`config.mk`:
```
export PLATFORM = sky130hd
export DESIGN_NAME = cicdd_ctrl
export DESIGN_NICKNAME = d
export VERILOG_FILES = /design/src/rtl/cicdd_pkg.sv /design/src/rtl/cicdd_ctrl.sv
export SDC_FILE = /design/constraint.sdc
export NUM_CORES = 1
export LEC_CHECK = 0
export ABC_AREA = 0
export BUFFER_PORTS_ARGS = -buffer_cell sky130_fd_sc_hd__buf_2
export CORE_AREA = 3 3 40 42
export DETAILED_ROUTE_END_ITERATION = 10
export DIE_AREA = 0 0 43 45
export GPL_TIMING_DRIVEN = 0
export PLACE_DENSITY_LB_ADDON = 0.1
export SYNTH_ARGS = -nofsm -noshare
export SYNTH_HDL_FRONTEND = slang
export SYNTH_SLANG_ARGS = --single-unit
```
`constraint.sdc`:
```
create_clock -name clk_i -period 1.1 [get_ports clk_i]
set_input_delay 0.22 -clock clk_i [delete_from_list [all_inputs] [get_ports clk_i]]
set_output_delay 0.22 -clock clk_i [all_outputs]
set_load 0.005 [all_outputs]
```
`src/rtl/cicdd_pkg.sv`:
```
`default_nettype none
package cicdd_pkg;

  typedef enum logic [1:0] {
    ACT_CLEAR   = 2'd0,
    ACT_DEPOSIT = 2'd1,
    ACT_READ    = 2'd2,
    ACT_NONE    = 2'd3
  } action_e;

  localparam logic [2:0] REG_CELLS_X = 3'd0;
  localparam logic [2:0] REG_CELLS_Y = 3'd1;
  localparam logic [2:0] REG_CELLS_Z = 3'd2;
  localparam logic [2:0] REG_INV_X   = 3'd3;
  localparam logic [2:0] REG_INV_Y   = 3'd4;
  localparam logic [2:0] REG_INV_Z   = 3'd5;

  localparam logic [16:0] UNIT_WEIGHT = 17'h10000;
  localparam int unsigned MOD_STEPS   = 8;

  typedef enum logic [3:0] {
    S_INIT,
    S_IDLE,
    S_CLR1,
    S_CLR2,
    S_SWEEP,
    S_RD,
    S_RD_OUT,
    S_DMUL,
    S_DMOD,
    S_DAXIS,
    S_CA,
    S_CB,
    S_CC,
    S_CD
  } state_e;

  typedef enum logic [3:0] {
    OP_NONE,
    OP_LOAD,
    OP_SWEEP,
    OP_CLR1,
    OP_CLR2,
    OP_RD,
    OP_MUL,
    OP_MOD,
    OP_AXIS,
    OP_CA,
    OP_CB,
    OP_CC,
    OP_CD
  } dp_op_e;

  typedef struct packed {
    dp_op_e op;
  } dp_cmd_t;

  typedef struct packed {
    logic sweep_last;
    logic mod_last;
    logic axis_last;
    logic corner_last;
  } dp_status_t;

  function automatic logic [8:0] clamp_cells(input logic [8:0] n);
    logic [8:0] r;
    r = n;
    if (n == 9'd0) r = 9'd1;
    else if (n > 9'd256) r = 9'd256;
    return r;
  endfunction

endpackage
`default_nettype wire

```
`src/rtl/cicdd_ctrl.sv`:
```
`default_nettype none
module cicdd_ctrl (
  input  wire logic                 clk_i,
  input  wire logic                 rst_ni,
  input  wire logic                 start_i,
  input  wire logic [1:0]           action_i,
  input  wire logic [7:0]           color_i,
  input  wire cicdd_pkg::dp_status_t status_i,
  output cicdd_pkg::dp_cmd_t         cmd_o,
  output logic                      busy_o,
  output logic                      result_valid_o
);

  cicdd_pkg::state_e state_q, state_d;

  always_ff @(posedge clk_i or negedge rst_ni) begin
    if (!rst_ni) begin
      state_q <= cicdd_pkg::S_INIT;
    end else begin
      state_q <= state_d;
    end
  end

  always_comb begin
    state_d = state_q;
    case (state_q)
      cicdd_pkg::S_INIT: begin
        if (status_i.sweep_last) state_d = cicdd_pkg::S_IDLE;
      end
      cicdd_pkg::S_IDLE: begin
        if (start_i) begin
          case (action_i)
            cicdd_pkg::ACT_CLEAR:   state_d = cicdd_pkg::S_CLR1;
            cicdd_pkg::ACT_DEPOSIT: begin
              if (color_i != 8'd0) state_d = cicdd_pkg::S_DMUL;
            end
            cicdd_pkg::ACT_READ:    state_d = cicdd_pkg::S_RD;
            default:                state_d = cicdd_pkg::S_IDLE;
          endcase
        end
      end
      cicdd_pkg::S_CLR1:   state_d = cicdd_pkg::S_CLR2;
      cicdd_pkg::S_CLR2:   state_d = cicdd_pkg::S_SWEEP;
      cicdd_pkg::S_SWEEP: begin
        if (status_i.sweep_last) state_d = cicdd_pkg::S_IDLE;
      end
      cicdd_pkg::S_RD:     state_d = cicdd_pkg::S_RD_OUT;
      cicdd_pkg::S_RD_OUT: state_d = cicdd_pkg::S_IDLE;
      cicdd_pkg::S_DMUL:   state_d = cicdd_pkg::S_DMOD;
      cicdd_pkg::S_DMOD: begin
        if (status_i.mod_last) state_d = cicdd_pkg::S_DAXIS;
      end
      cicdd_pkg::S_DAXIS: begin
        state_d = status_i.axis_last ? cicdd_pkg::S_CA : cicdd_pkg::S_DMUL;
      end
      cicdd_pkg::S_CA:     state_d = cicdd_pkg::S_CB;
      cicdd_pkg::S_CB:     state_d = cicdd_pkg::S_CC;
      cicdd_pkg::S_CC:     state_d = cicdd_pkg::S_CD;
      cicdd_pkg::S_CD: begin
        state_d = status_i.corner_last ? cicdd_pkg::S_IDLE : cicdd_pkg::S_CA;
      end
      default:             state_d = cicdd_pkg::S_IDLE;
    endcase
  end

  always_comb begin
    cmd_o.op       = cicdd_pkg::OP_NONE;
    busy_o         = 1'b1;
    result_valid_o = 1'b0;
    case (state_q)
      cicdd_pkg::S_INIT:   cmd_o.op = cicdd_pkg::OP_SWEEP;
      cicdd_pkg::S_IDLE: begin
        busy_o = 1'b0;
        if (start_i) cmd_o.op = cicdd_pkg::OP_LOAD;
      end
      cicdd_pkg::S_CLR1:   cmd_o.op = cicdd_pkg::OP_CLR1;
      cicdd_pkg::S_CLR2:   cmd_o.op = cicdd_pkg::OP_CLR2;
      cicdd_pkg::S_SWEEP:  cmd_o.op = cicdd_pkg::OP_SWEEP;
      cicdd_pkg::S_RD:     cmd_o.op = cicdd_pkg::OP_RD;
      cicdd_pkg::S_RD_OUT: result_valid_o = 1'b1;
      cicdd_pkg::S_DMUL:   cmd_o.op = cicdd_pkg::OP_MUL;
      cicdd_pkg::S_DMOD:   cmd_o.op = cicdd_pkg::OP_MOD;
      cicdd_pkg::S_DAXIS:  cmd_o.op = cicdd_pkg::OP_AXIS;
      cicdd_pkg::S_CA:     cmd_o.op = cicdd_pkg::OP_CA;
      cicdd_pkg::S_CB:     cmd_o.op = cicdd_pkg::OP_CB;
      cicdd_pkg::S_CC:     cmd_o.op = cicdd_pkg::OP_CC;
      cicdd_pkg::S_CD:     cmd_o.op = cicdd_pkg::OP_CD;
      default:             cmd_o.op = cicdd_pkg::OP_NONE;
    endcase
  end

endmodule
`default_nettype wire

```
==> summary.txt <==
Floorplan
  – Die X: 43 um
  – Top-Level Pins: 23
  – Core region area: approximately 1300 um^2
  – Chip Height: 45 um
  – Effective utilization at floorplan: 39.5%
  – Row count: 13
  – Area enclosed by the die boundary: between 1500 and 2000 um^2

Worst hold path
  – Path category of the worst min-delay check: in -> async

Route
  – Via Count: 685
  – Starting DRC count in detailed routing: 35
  – Average wire length per cell after detail routing: 14.1 um
  – Total wirelength of the detailed-routed design: about 1800 um
  – Number of optimization iterations in the first detailed-route pass: 4
  – DRC Markers: 0
  – Vias per cell: 5.48
  – Remaining antenna violation count: 0

Worst setup path
  – Longest individual stage delay on the worst path: 360 ps
  – Category of the worst setup path capture point: primary output
  – Cell type group with the largest total delay on the critical path: buffers and inverters
  – Required time worst endpoint: 880 ps
  – Largest fanout of any net on the critical path: 8
  – Worst Path Arrival: 1300 ps
  – Crit start category: flop
  – Cells along the critical path: buf_6 -> buf_6 -> nor3_2 -> a21oi_1 -> o22ai_1 -> buf_2
  – Worst path slowest cell: sky130_fd_sc_hd__dfrtp_1
  – Number of buffer and inverter stages on the critical path: 3
  – Type of the worst setup path: reg -> out
  – Most frequent cell on the critical path: sky130_fd_sc_hd__buf_6

Finish
  – Util after Layout: 69.5%
  – # diodes: 0
  – Layout Cell Area excl Fill: 893 um^2
  – Number of fillers in the final layout: 108
  – Most flops, register: state_q
  – Registers with the most flip-flops: state_q: 4 flops
  – Count of placed standard cells in the final layout, fillers left out: 125
  – Total Nets Final: 132
  – Layout cell share with drive strength beyond 1: 56.4%
  – Max FFs per register: 4
  – Synth-to-layout area growth: 75.9%

Global route
  – Maximum number of pins on one net before global-route repair: 11
  – Number of global-route vias before repair: 588
  – Global-route wire length before repair: between 2000 and 2500 um
  – Total global routing track utilization: 16.1%
  – Global route total overflow: 0
  – Initial antenna violation count: 0

Placement
  – Hpwl dp: 1060 um
  – Placement-stage cell area: 672 um^2
  – Number of placed instances with taps included: 108
  – Buffers on Ports: 22
  – Final Wtd Congestion: 0.817

STA
  – Final worst path period share: 139%
  – Unrepaired setup endpoints after global routing: yes
  – Setup slack of the critical path after layout: -425 ps
  – Actual transition at the worst max-transition pin: 373 ps
  – Setup Viol. Count Final: 10
  – Highest clock rate: 656 MHz
  – Final count of hold timing violations: 0
  – Min Clock Period, post-route: 1520 ps
  – Slew HR: 75.2%
  – Worst clock skew on the final layout: 8.23 ps
  – Final Max Tran Viols: 0

Pwr
  – Power per unit of standard cell area: around 2700 nW/um^2
  – Final total power: roughly 2400 uW
  – Worst vdd rail ir drop: 0.00145 V
  – LEAKAGE: between 0.0004 and 0.0005 uW

Clock tree
  – TritonCTS Buffers: 3
  – TritonCTS clock tree: yes
  – Sink count of the clock tree: 4
  – Worst skew pair latency: 240 ps
  – Maximum clock path buffer count: 2
  – Clock slew at the register clock pins of the worst setup and hold paths: 40 ps
  – H-tree lvl count: 1
  – Clock root buffer: sky130_fd_sc_hd__clkbuf_4

Synth
  – Syn_area_per_cell: ~7.2 um^2
  – Number of nets in the synthesized netlist: 91
  – Netlist cell types: 33
  – Post-synthesis cell count: between 70 and 80
  – #FFs+latches synth: 4
  – Sequential cell area fraction in the yosys report: between 10% and 20%
  – Mapped Area: 508 um^2
  – YS warnings: 0

Run status
  – Run status: finished with violations
  – Violations in the final reports: negative setup slack

Run
  – Max capacitance violation total: 0
[power by group]
group | switching (uW) | total (uW) | internal, uW
Sequential | 53.0 | 272 | 219
Clock | 59.6 | 182 | 122
Combinational | 937 | 1930 | 989
Total | 1050 | 2380 | 1330
[path summary, 6_finish.rpt]
check | endpoint | start | depth (start not counted) | slack [ps]
max | cmd_o[0] | state_q[3]$_DFFE_PN0P_ | 6 | -420
min | state_q[3]$_DFFE_PN0P_ | rst_ni | 2 | 310
max reg2reg | state_q[1]$_DFFE_PN0P_ | state_q[3]$_DFFE_PN0P_ | 6 | -400
min reg2reg | state_q[0]$_DFFE_PN0P_ | state_q[0]$_DFFE_PN0P_ | 2 | 730
max in group asynchronous | state_q[0]$_DFFE_PN0P_ | rst_ni | 2 | 660
min in group clk_i | state_q[0]$_DFFE_PN0P_ | start_i | 3 | 340
[cell families (layout without fill, tap and decap cells)]
logic type / count (synthesis) / after routing / share of synthesized area (%)
compound gates: 25 / 25 / 34.7
flops: 4 / 4 / 19.7
fa+ha+maj: 3 / 3 / 7.39
simple gates: 27 / 27 / 25.9
buf+inv: 12 / 51 / 12.3
[synth_stat cells]
cell | instances | share of area [%]
sky130_fd_sc_hd__a211o_1 | 1 | 1.7
sky130_fd_sc_hd__a211oi_1 | 1 | 1.5
sky130_fd_sc_hd__a21bo_2 | 1 | 2.0
sky130_fd_sc_hd__a21boi_0 | 1 | 1.5
sky130_fd_sc_hd__a21o_1 | 2 | 3.0
sky130_fd_sc_hd__a21oi_1 | 5 | 4.9
sky130_fd_sc_hd__a222oi_1 | 1 | 2.0
sky130_fd_sc_hd__a22o_1 | 1 | 1.7
sky130_fd_sc_hd__a2bb2oi_1 | 1 | 1.7
sky130_fd_sc_hd__a31oi_1 | 1 | 1.2
sky130_fd_sc_hd__buf_2 | 5 | 4.9
sky130_fd_sc_hd__buf_4 | 1 | 1.5
sky130_fd_sc_hd__buf_6 | 1 | 2.2
sky130_fd_sc_hd__dfrtp_1 | 4 | 20
sky130_fd_sc_hd__ha_1 | 3 | 7.4
sky130_fd_sc_hd__inv_1 | 4 | 3.0
sky130_fd_sc_hd__inv_2 | 1 | 0.74
sky130_fd_sc_hd__nand2_1 | 5 | 3.7
sky130_fd_sc_hd__nand3_1 | 1 | 0.98
sky130_fd_sc_hd__nand4b_1 | 2 | 3.4
sky130_fd_sc_hd__nor2_1 | 9 | 6.6
sky130_fd_sc_hd__nor2_2 | 1 | 1.2
sky130_fd_sc_hd__nor3_1 | 6 | 5.9
sky130_fd_sc_hd__nor3b_1 | 1 | 1.5
sky130_fd_sc_hd__nor4_1 | 1 | 1.2
sky130_fd_sc_hd__o21a_1 | 1 | 1.5
sky130_fd_sc_hd__o21ai_0 | 2 | 2.0
sky130_fd_sc_hd__o21bai_1 | 1 | 1.5
sky130_fd_sc_hd__o221ai_1 | 1 | 1.7
sky130_fd_sc_hd__o22ai_1 | 3 | 3.7
sky130_fd_sc_hd__o31ai_1 | 1 | 1.5
sky130_fd_sc_hd__o41ai_1 | 1 | 1.7
sky130_fd_sc_hd__or3_1 | 1 | 1.2
[metal layers]
metal | track usage, % | wire length, um | vias up
met5 | 0 | 0 | -
met4 | 9.64 | 47 | 0
met3 | 2.39 | 87 | 6
met2 | 29.9 | 971 | 28
met1 | 17.3 | 660 | 311
li1 | - | - | 340
[cell usage in the layout, fill, tap and decap left out, drive strengths merged, types with 2 or more instances in the layout]
cell type and instances:
a21o 2, a21oi 5, buf 42, clkbuf 3, dfrtp 4, ha 3
inv 5, nand2 5, nand4b 2, nor2 10, nor3 6, o21ai 2
o22ai 3
[timing repair]
item | 4_1_cts | 5_1_grt
cloned | 0 | 1
hold endpoints to repair | 4 | 0
hold buffers | 1 | 0
setup endpoints to repair | 10 | 10
buffers inserted | 6 | 6
pin swaps | 1 | 9
gates resized for setup | 3 | 22
[layout make-up]
type | count | area, um^2 | share of cell area (%)
plain buffers | 7 | 82.6 | 9.24
clock buffers | 3 | 22.5 | 2.52
inverters | 5 | 21.3 | 2.38
multi-input cells | 55 | 424 | 47.5
flip-flops and latches | 4 | 101 | 11.3
well taps | 15 | 18.8 | 2.10
repair buffers | 36 | 223 | 24.9
[through the flow]
step	hold slack, ps	TNS, ps	setup slack (ps)
after floorplan	-75.6	-329	-141
after global placement	24.5	-1750	-408
after detailed placement	25.6	-1840	-419
after CTS	319	-3000	-416
after global routing	345	-3810	-462
final	311	-3400	-425
Note: power is estimated with default switching activity, not from simulation.
